==> config.mk <==
export PLATFORM = sky130hd
export DESIGN_NAME = signed_mul_div_mod_unit
export DESIGN_NICKNAME = d
export VERILOG_FILES = /design/src/rtl/smdm_pkg.sv /design/src/rtl/smdm_core.sv /design/src/rtl/signed_mul_div_mod_unit.sv
export SDC_FILE = /design/constraint.sdc
export NUM_CORES = 1
export LEC_CHECK = 0
export BUFFER_PORTS_ARGS = -buffer_cell sky130_fd_sc_hd__buf_2
export CAP_MARGIN = 20
export CORE_ASPECT_RATIO = 1.75
export CORE_MARGIN = 5
export CORE_UTILIZATION = 58
export DETAILED_ROUTE_END_ITERATION = 7
export MAX_ROUTING_LAYER = met4
export PLACE_DENSITY = 0.86
export SYNTH_ARGS = -nofsm -noshare
export SYNTH_HDL_FRONTEND = slang
export SYNTH_HIERARCHICAL = 1
export SYNTH_SLANG_ARGS = --single-unit
export TNS_END_PERCENT = 10
==> constraint.sdc <==
create_clock -name clk -period 6.3 [get_ports clk]
set_input_delay 0.315 -clock clk [delete_from_list [all_inputs] [get_ports clk]]
set_output_delay 0.315 -clock clk [all_outputs]
set_load 0.005 [all_outputs]
==> src/rtl/smdm_pkg.sv <==
// shared types and constants for the signed multiply / divide / remainder unit
package smdm_pkg;

	localparam int WORD_W = 32;
	localparam int CNT_W  = $clog2(WORD_W);
	localparam logic [CNT_W-1:0] CNT_LAST = CNT_W'(WORD_W - 1);

	typedef enum logic [1:0] {
		OP_MUL = 2'd0,
		OP_DIV = 2'd1,
		OP_REM = 2'd2,
		OP_NOP = 2'd3
	} op_t;

	typedef enum logic [1:0] {
		ST_IDLE,
		ST_RUN,
		ST_FIX,
		ST_DONE
	} state_t;

	// sequencer commands to the datapath
	typedef struct packed {
		logic load;
		logic step;
		logic fix;
	} ctrl_t;

endpackage

==> src/rtl/smdm_core.sv <==
// datapath: operand registers and the one shared adder used for every step
module smdm_core
	import smdm_pkg::*;
(
	input  logic                     clk,
	input  ctrl_t                    ctrl,
	input  logic [1:0]               opcode,
	input  logic signed [WORD_W-1:0] operand_a,
	input  logic signed [WORD_W-1:0] operand_b,
	output logic signed [WORD_W-1:0] result
);

	op_t               op_q;
	logic [WORD_W-1:0] x_q;    // multiplicand (shifts left) or divisor
	logic [WORD_W-1:0] y_q;    // multiplier (shifts right) or dividend, then quotient
	logic [WORD_W-1:0] acc_q;  // product or partial remainder
	logic              neg_q;
	logic              rem_neg_q;
	logic              zero_q;
	logic [WORD_W-1:0] result_q;

	logic [WORD_W-1:0] mag_a;
	logic [WORD_W-1:0] mag_b;
	logic [WORD_W-1:0] add_a;
	logic [WORD_W-1:0] add_b;
	logic              add_cin;
	logic [WORD_W:0]   sum;
	logic [WORD_W-1:0] shifted;
	logic [WORD_W-1:0] fix_val;
	logic              fix_neg;

	assign mag_a   = operand_a[WORD_W-1] ? (~operand_a + 1'b1) : operand_a;
	assign mag_b   = operand_b[WORD_W-1] ? (~operand_b + 1'b1) : operand_b;
	assign shifted = {acc_q[WORD_W-2:0], y_q[WORD_W-1]};

	always_comb begin
		unique case (op_q)
			OP_DIV: begin
				fix_val = y_q;
				fix_neg = neg_q;
			end
			OP_REM: begin
				fix_val = acc_q;
				fix_neg = rem_neg_q;
			end
			default: begin
				fix_val = acc_q;
				fix_neg = neg_q;
			end
		endcase
	end

	// operand selection for the shared adder
	always_comb begin
		add_a   = acc_q;
		add_b   = x_q;
		add_cin = 1'b0;
		if (ctrl.fix) begin
			add_a   = fix_neg ? ~fix_val : fix_val;
			add_b   = '0;
			add_cin = fix_neg;
		end else if (op_q == OP_DIV || op_q == OP_REM) begin
			// trial subtract: carry out set means no borrow
			add_a   = shifted;
			add_b   = ~x_q;
			add_cin = 1'b1;
		end
	end

	assign sum = {1'b0, add_a} + {1'b0, add_b} + {{WORD_W{1'b0}}, add_cin};

	always_ff @(posedge clk) begin
		if (ctrl.load) begin
			op_q      <= op_t'(opcode);
			x_q       <= mag_b;
			y_q       <= mag_a;
			acc_q     <= '0;
			neg_q     <= operand_a[WORD_W-1] ^ operand_b[WORD_W-1];
			rem_neg_q <= operand_a[WORD_W-1];
			zero_q    <= (op_t'(opcode) == OP_NOP) ||
				((op_t'(opcode) != OP_MUL) && (operand_b == '0));
		end else if (ctrl.step) begin
			if (op_q == OP_DIV || op_q == OP_REM) begin
				acc_q <= sum[WORD_W] ? sum[WORD_W-1:0] : shifted;
				y_q   <= {y_q[WORD_W-2:0], sum[WORD_W]};
			end else begin
				if (y_q[0]) begin
					acc_q <= sum[WORD_W-1:0];
				end
				x_q <= {x_q[WORD_W-2:0], 1'b0};
				y_q <= {1'b0, y_q[WORD_W-1:1]};
			end
		end else if (ctrl.fix) begin
			result_q <= zero_q ? '0 : sum[WORD_W-1:0];
		end
	end

	assign result = result_q;

endmodule

==> src/rtl/signed_mul_div_mod_unit.sv <==
// after start is taken, the 32 bit steps run, then the sign fix, then the result beat
// no new start is taken while busy; a new start is taken in the strobe cycle
// the single 33-bit adder in the datapath does one multiply or divide bit per cycle
// the receiver cannot stall: result is valid only while done is high
// arst_n clears the sequencer to idle; operand and result registers are not reset
module signed_mul_div_mod_unit
	import smdm_pkg::*;
(
	input  logic                     clk,
	input  logic                     arst_n,
	input  logic                     start,
	output logic                     busy,
	input  logic [1:0]               opcode,
	input  logic signed [WORD_W-1:0] operand_a,
	input  logic signed [WORD_W-1:0] operand_b,
	output logic                     done,
	output logic signed [WORD_W-1:0] result
);

	state_t           state_q;
	state_t           state_d;
	logic [CNT_W-1:0] cnt_q;
	logic             accept;
	ctrl_t            ctrl;

	assign accept = start && !busy;

	always_comb begin
		state_d = state_q;
		unique case (state_q)
			ST_IDLE: begin
				if (accept) begin
					state_d = ST_RUN;
				end
			end
			ST_RUN: begin
				if (cnt_q == CNT_LAST) begin
					state_d = ST_FIX;
				end
			end
			ST_FIX: begin
				state_d = ST_DONE;
			end
			ST_DONE: begin
				state_d = accept ? ST_RUN : ST_IDLE;
			end
			default: begin
				state_d = ST_IDLE;
			end
		endcase
	end

	always_comb begin
		busy      = (state_q == ST_RUN) || (state_q == ST_FIX);
		done      = (state_q == ST_DONE);
		ctrl.load = start && !busy;
		ctrl.step = (state_q == ST_RUN);
		ctrl.fix  = (state_q == ST_FIX);
	end

	always_ff @(posedge clk or negedge arst_n) begin
		if (!arst_n) begin
			state_q <= ST_IDLE;
			cnt_q   <= '0;
		end else begin
			state_q <= state_d;
			if (accept) begin
				cnt_q <= '0;
			end else if (state_q == ST_RUN) begin
				cnt_q <= cnt_q + 1'b1;
			end
		end
	end

	smdm_core u_core (
		.clk       (clk),
		.ctrl      (ctrl),
		.opcode    (opcode),
		.operand_a (operand_a),
		.operand_b (operand_b),
		.result    (result)
	);

	a_done_after_fix: assert property (@(posedge clk) disable iff (!arst_n)
		done |-> $past(state_q) == ST_FIX)
		else $error("result beat without a sign fix cycle");

	a_accept_runs: assert property (@(posedge clk) disable iff (!arst_n)
		accept |=> state_q == ST_RUN && cnt_q == '0)
		else $error("accepted beat did not start a clean run");

	a_fix_after_last: assert property (@(posedge clk) disable iff (!arst_n)
		state_q == ST_FIX |-> $past(cnt_q) == CNT_LAST)
		else $error("sign fix before all bit steps");

	a_no_load_busy: assert property (@(posedge clk) disable iff (!arst_n)
		busy |-> !ctrl.load)
		else $error("operands loaded while busy");

endmodule
Word level (Yosys, flattened, before mapping)
Index checks and enable logic that the tools add are counted.
- $add $sub $neg: 5
- eq/ne operators: 10
- multiplexer cells: 26
- bitwise logic cells: 7
- reductions and logical operators: 15
- operators by type and width (kind ; count):
    $mux 32 ; 17
    $not 32->32 ; 4
    $add 32x1->32 const B ; 2
    $add 32x32->33 ; 1
    $add 33x1->33 ; 1
    $logic_not 32->1 ; 1
    $mux 5 ; 2
    $eq 2x2->1 const B ; 4
    $pmux 2 s4 ; 1
    $reduce_and 2->1 ; 3
    $reduce_bool 2->1 ; 3
    $add 5x1->5 const B ; 1
    $eq 5x5->1 const B ; 1
    $eq 2x1->1 const B ; 2
    $mux 1 ; 4
    $mux 2 ; 2
    $ne 2x2->1 const B ; 2
    $logic_or 1x1->1 ; 3
    $reduce_and 3->1 ; 1
    $logic_and 1x1->1 ; 2
    $logic_not 2->1 ; 1
    $ne 2x1->1 const B ; 1
    $not 1->1 ; 2
    $logic_not 1->1 ; 1
    $xor 1x1->1 ; 1
- flip-flop bits (word level): 140
- input port bits: 69
- output and inout bits: 34
- word-level logic and storage cells: 73

Logic depth before layout (Yosys ltp)
- word-level depth: 10
- gate-level depth with buffers: 20
- gate-level depth less buffers: 16

Hierarchy
Netlist, hierarchy kept.
- by module, submodules not included (module ; times used ; cells an instance ; area an instance (sq um) ; sequential area each (sq um)):
    smdm_core ; 1 ; 1220 ; 10532.6 ; 3673.5
    signed_mul_div_mod_unit ; 1 ; 39 ; 450.4 ; 175.2

Worst setup path before layout
No wires, ideal clock.
- path type: reg2reg
- start: register u_core.op_q[0]
- end: register u_core.acc_q[17]
- arrival time: 4.651 ns
- data required time: 6.183 ns
- path slack: 1.532 ns
- stages on the path, launching flop included: 18
- buffers on the path: 2
- clock period less this slack: 4.768 ns
- path through: edfxtp_1 inv_1 ha_1 mux2i_1 clkbuf_1 xor2_1 a21oi_1 fa_1 fa_1 nand2b_1 a211o_1 a21o_1 a2bb2oi_1 a211o_1 a21oi_2 clkbuf_1 nand2_1 a32o_1
- longest elaborated chain between the ends: 9
- elaborated cells on any way between the ends: 20
- classes of those cells: 2 x add/sub; 2 x eq/ne; 12 x mux; 1 x bitwise; 3 x reduce/logical
- RTL lines (item ; RTL line ; source):
    start: declaration ; smdm_core.sv:13 ; op_t op_q;
    start signal: assignment ; smdm_core.sv:74 ; op_q <= op_t'(opcode);
    $eq 2x1->1 ; smdm_core.sv:37, smdm_core.sv:62, smdm_core.sv:83 ;
    $mux 32 ; smdm_core.sv:37 ; unique case (op_q)
    $not 32->32 ; smdm_core.sv:59 ; add_a = fix_neg ? ~fix_val : fix_val;
    $mux 32 ; smdm_core.sv:59 ;
    $mux 32 ; smdm_core.sv:58 ; if (ctrl.fix) begin
    $add 32x32->33 ; smdm_core.sv:70 ; assign sum = {1'b0, add_a} + {1'b0, add_b} + {{WORD_W{1'b0}}, add_cin};
    $add 33x1->33 ; smdm_core.sv:70 ;
    $mux 32, on equally long branches ; smdm_core.sv:87, smdm_core.sv:84 ;
    $mux 32 ; smdm_core.sv:83 ; if (op_q == OP_DIV || op_q == OP_REM) begin
    end signal: assignment ; smdm_core.sv:84 ; acc_q <= sum[WORD_W] ? sum[WORD_W-1:0] : shifted;
    end signal: assignment ; smdm_core.sv:88 ; acc_q <= sum[WORD_W-1:0];
    end: declaration ; smdm_core.sv:16 ; logic [WORD_W-1:0] acc_q;
Parallel ways exist; a longest one is shown, timed or not. The select of a mux whose other input is x is not followed.
A chain may end at the register's enable or synchronous reset.

Final worst setup path
- start: register u_core.op_q[0]
- end: register u_core.acc_q[30]
Same word-level chain as after synthesis.

==> impl_metrics.env <==
export IMPL_critical_path_top_delay_family="compound AO/OA/AOI/OAI gates"
export IMPL_setup_worst_path_end_class="flip-flop"
export IMPL_port_buffers=102
export IMPL_clockBufferDepth=2
export IMPL_core_area_sq_um=18700
export IMPL_crit_slowest_cell="a21o_1"
export IMPL_dieHeight_um=192
export IMPL_worstSetupPathType="flip-flop to flip-flop"
export IMPL_path_max_fanout=31
export IMPL_finalSetupViolCount=0
export IMPL_initial_core_util_pct=58.8
export IMPL_antenna_cells=0
export IMPL_overflow=0
export IMPL_first_global_vias=9619
export IMPL_arrival_ns=5.24
export IMPL_path_cells="inv_1 > ha_4 > mux2i_4 > xor2_1 > a21oi_1 > fa_1 > fa_1 > nand2b_1 > a211o_1 > a21o_1 > a2bb2oi_1 > a211o_1 > a21o_1 > a41oi_1 > o21ai_0"
export IMPL_tightestPinTransition_ns=1.05
export IMPL_synth_distinct_cells=66
export IMPL_layout_drive_gt1_share_pct=13.2
export IMPL_clkTransAtPathRegs_ns=0.06
export IMPL_ys_ff_latch=140
export IMPL_outcome="finished clean"
export IMPL_die_w_um=114
export IMPL_synth_area_sq_um=11000
export IMPL_max_freq_mhz=202
export IMPL_async_flop_share_pct=5.00
export IMPL_clock_latency_ns=0.43
export IMPL_cts_sinks=140
export IMPL_wl_per_cell_um=19.4
export IMPL_min_period_ns=4.95
export IMPL_grt_pass1_wl_um=48900
export IMPL_dp_hpwl_um=22600
export IMPL_h_tree_depth=4
export IMPL_regArea_sq_um=3850
export IMPL_place_congestion=0.954
export IMPL_clock_skew_ns=0.0139
export IMPL_final_fill_count=1578
export IMPL_max_stage_delay_ns=0.53
export IMPL_cts_resized=0
export IMPL_drc=0
export IMPL_synth_warnings=6
export IMPL_syn_instance_count=1259
export IMPL_dieArea_sq_um=21900
export IMPL_final_max_slew_viol_count=0
export IMPL_drt_total_wl_um=30400
export IMPL_synth_nets=1372
export IMPL_syn_to_final_growth_pct=11.5
export IMPL_hold_buffers=1
export IMPL_rows=66
export IMPL_slew_headroom_pct=29.4
export IMPL_ant_nets=0
export IMPL_vias_per_cell=6.26
export IMPL_vias=9822
export IMPL_drt_pass1_iter_count=7
export IMPL_clock_root_buffer="clkbuf_16"
export IMPL_cp_required_ns=6.59
export IMPL_drt_initial_drc_count=851
export IMPL_seq_area_frac_synth_pct=35.0
export IMPL_cp_num_buf_inv=1
export IMPL_synth_edf_count=101
export IMPL_drv_cap=0
export IMPL_finalSetupTns_ns=0
export IMPL_start_kind="flip-flop"
export IMPL_grt_max_degree=72
export IMPL_grt_use_total_pct=28.9
export IMPL_nets=1430
export IMPL_multi_input_area_sq_um=6760
export IMPL_antenna_found_initial=0
export IMPL_syn_avg_cell_area_sq_um=8.72
export IMPL_yosys_most_used_dff="edfxtp_1"
export IMPL_numCtsBuffers=17
export IMPL_period_share_pct=78.5
export IMPL_post_cts_buffers=0
export IMPL_io_pins=103
export IMPL_hold_path_class="primary input to flip-flop"
export IMPL_rsz0062_at_grt="no"
export IMPL_finalHoldViolCount=0
export IMPL_cts_tree="done"
[worst register-to-register path: cells and delay by family (launching register included)]
family | cells | cell delay [ns]
xor+xnor | 1 | 0.21
fa+ha+maj | 3 | 1.07
mux | 1 | 0.51
simple gates | 1 | 0.23
buf+inv | 1 | 0.13
compound gates | 8 | 2.25
flops | 1 | 0.42
[per-layer routing]
| layer | global-route usage [%] | wire (um) | vias to the layer above |
|---|---|---|---|
| met1 | 31.2 | 11100 | 4636 |
| met5 | - | 0 | - |
| met4 | 18.1 | 2150 | 0 |
| li1 | - | - | 4662 |
| met3 | 3.78 | 1620 | 127 |
| met2 | 49.7 | 15600 | 397 |
[state kept, by name, indices dropped and copies added, names as in the netlist]
signal / cells
cnt_q: 5
state_q: 2
u_core/acc_q: 32
u_core/neg_q: 1
u_core/op_q: 2
u_core/rem_neg_q: 1
u_core/result: 32
u_core/x_q: 32
u_core/y_q: 32
u_core/zero_q: 1
[kinds of logic (layout without fill, tap and decap cells)]
family | after synthesis | count (layout) | share of synthesized area, %
buffers and inverters | 105 | 176 | 3.67
adders and majority gates | 44 | 44 | 5.15
AOI/OAI and AO/OA | 339 | 339 | 19.1
xor gates and xnor gates | 148 | 148 | 11.8
DFF | 140 | 140 | 35.0
muxes | 94 | 94 | 8.64
and+or+nand+nor | 389 | 389 | 16.6
[cell type report]
cell class / instances / share of cell area (%)
Inverter: 27 / 0.838
Sequential cell: 140 / 31.4
Multi-Input combinational cell: 1014 / 55.2
Timing Repair Buffer: 117 / 5.11
Clock inverter: 15 / 1.51
Clock buffer: 17 / 3.47
Tap cell: 238 / 2.43
[per-stage QoR]
stage | hold slack (ns) | utilization [%] | setup WS (ns) | cells | area [sq um]
after detailed placement | 0.154 | 62.3 | 1.47 | 1535 | 11600
final | 0.109 | 65.6 | 1.35 | 1568 | 12200
after global routing | 0.102 | 65.6 | 1.08 | 1568 | 12200
after CTS | 0.0862 | 65.6 | 1.45 | 1568 | 12200
after global placement | 0.155 | 62.3 | 1.59 | 1535 | 11600
after floorplan | 0.0194 | - | 1.53 | 1259 | 11000
[Yosys cell counts (all sizes together) (2+ instances only)]
master	count	area, sq um
a211o	5	43.8
o21a	8	60.1
a2111oi	2	17.5
nand2	129	484
ha	42	526
inv	26	97.6
o31ai	23	186
nor2	127	477
nand4	9	56.3
nor2b	17	114
mux2i	91	911
or4	10	82.6
nor4b	2	17.5
or3	9	66.3
o211ai	10	75.1
a21oi	82	418
a31oi	30	188
dfrtp	7	175
nand2b	27	184
clkbuf	60	225
a211oi	18	140
and3	13	81.3
o21ai	117	586
a2bb2oi	2	17.5
nor4	5	31.3
xnor2	35	307
nand3	11	55.1
or2	4	25.0
xor2	113	990
edfxtp	101	3030
buf	18	76.3
and4	2	17.5
fa	2	40.0
and2	6	37.5
o41ai	10	106
mux2	3	37.5
nor3	16	80.1
a41oi	2	17.5
a21o	16	120
a31o	3	26.3
dfxtp	32	641
[cell usage in the layout (no fill, tap or decap), types with 22 or more instances in the layout]
| cell type | n |
|---|---|
| a21oi_1 | 80 |
| a31oi_1 | 30 |
| buf_2 | 102 |
| dfxtp_1 | 32 |
| edfxtp_1 | 101 |
| ha_1 | 39 |
| inv_1 | 25 |
| mux2i_1 | 90 |
| nand2_1 | 129 |
| nand2b_1 | 25 |
| nor2_1 | 126 |
| o21ai_0 | 117 |
| o31ai_1 | 22 |
| xnor2_1 | 35 |
| xor2_1 | 113 |
[path summary, 6_finish.rpt]
kind	start	to	slack [ns]	cells past startpoint
min in group asynchronous	arst_n	cnt_q[0]$_DFFE_PN0P_	0.26	2
worst min register to register	u_core/acc_q[15]$_SDFFE_PP0P_	u_core/acc_q[16]$_SDFFE_PP0P_	0.53	2
worst min-delay path	opcode[0]	u_core/op_q[0]$_DFFE_PP_	0.11	1
worst max-delay path	u_core/op_q[0]$_DFFE_PP_	u_core/acc_q[30]$_SDFFE_PP0P_	1.35	15
max in group asynchronous	arst_n	cnt_q[4]$_DFFE_PN0P_	5.88	2
worst max register to register	u_core/op_q[0]$_DFFE_PP_	u_core/acc_q[30]$_SDFFE_PP0P_	1.35	15
Power is not shown: default switching activity piles up to over one toggle a cycle in this logic, so the estimate is an artifact.
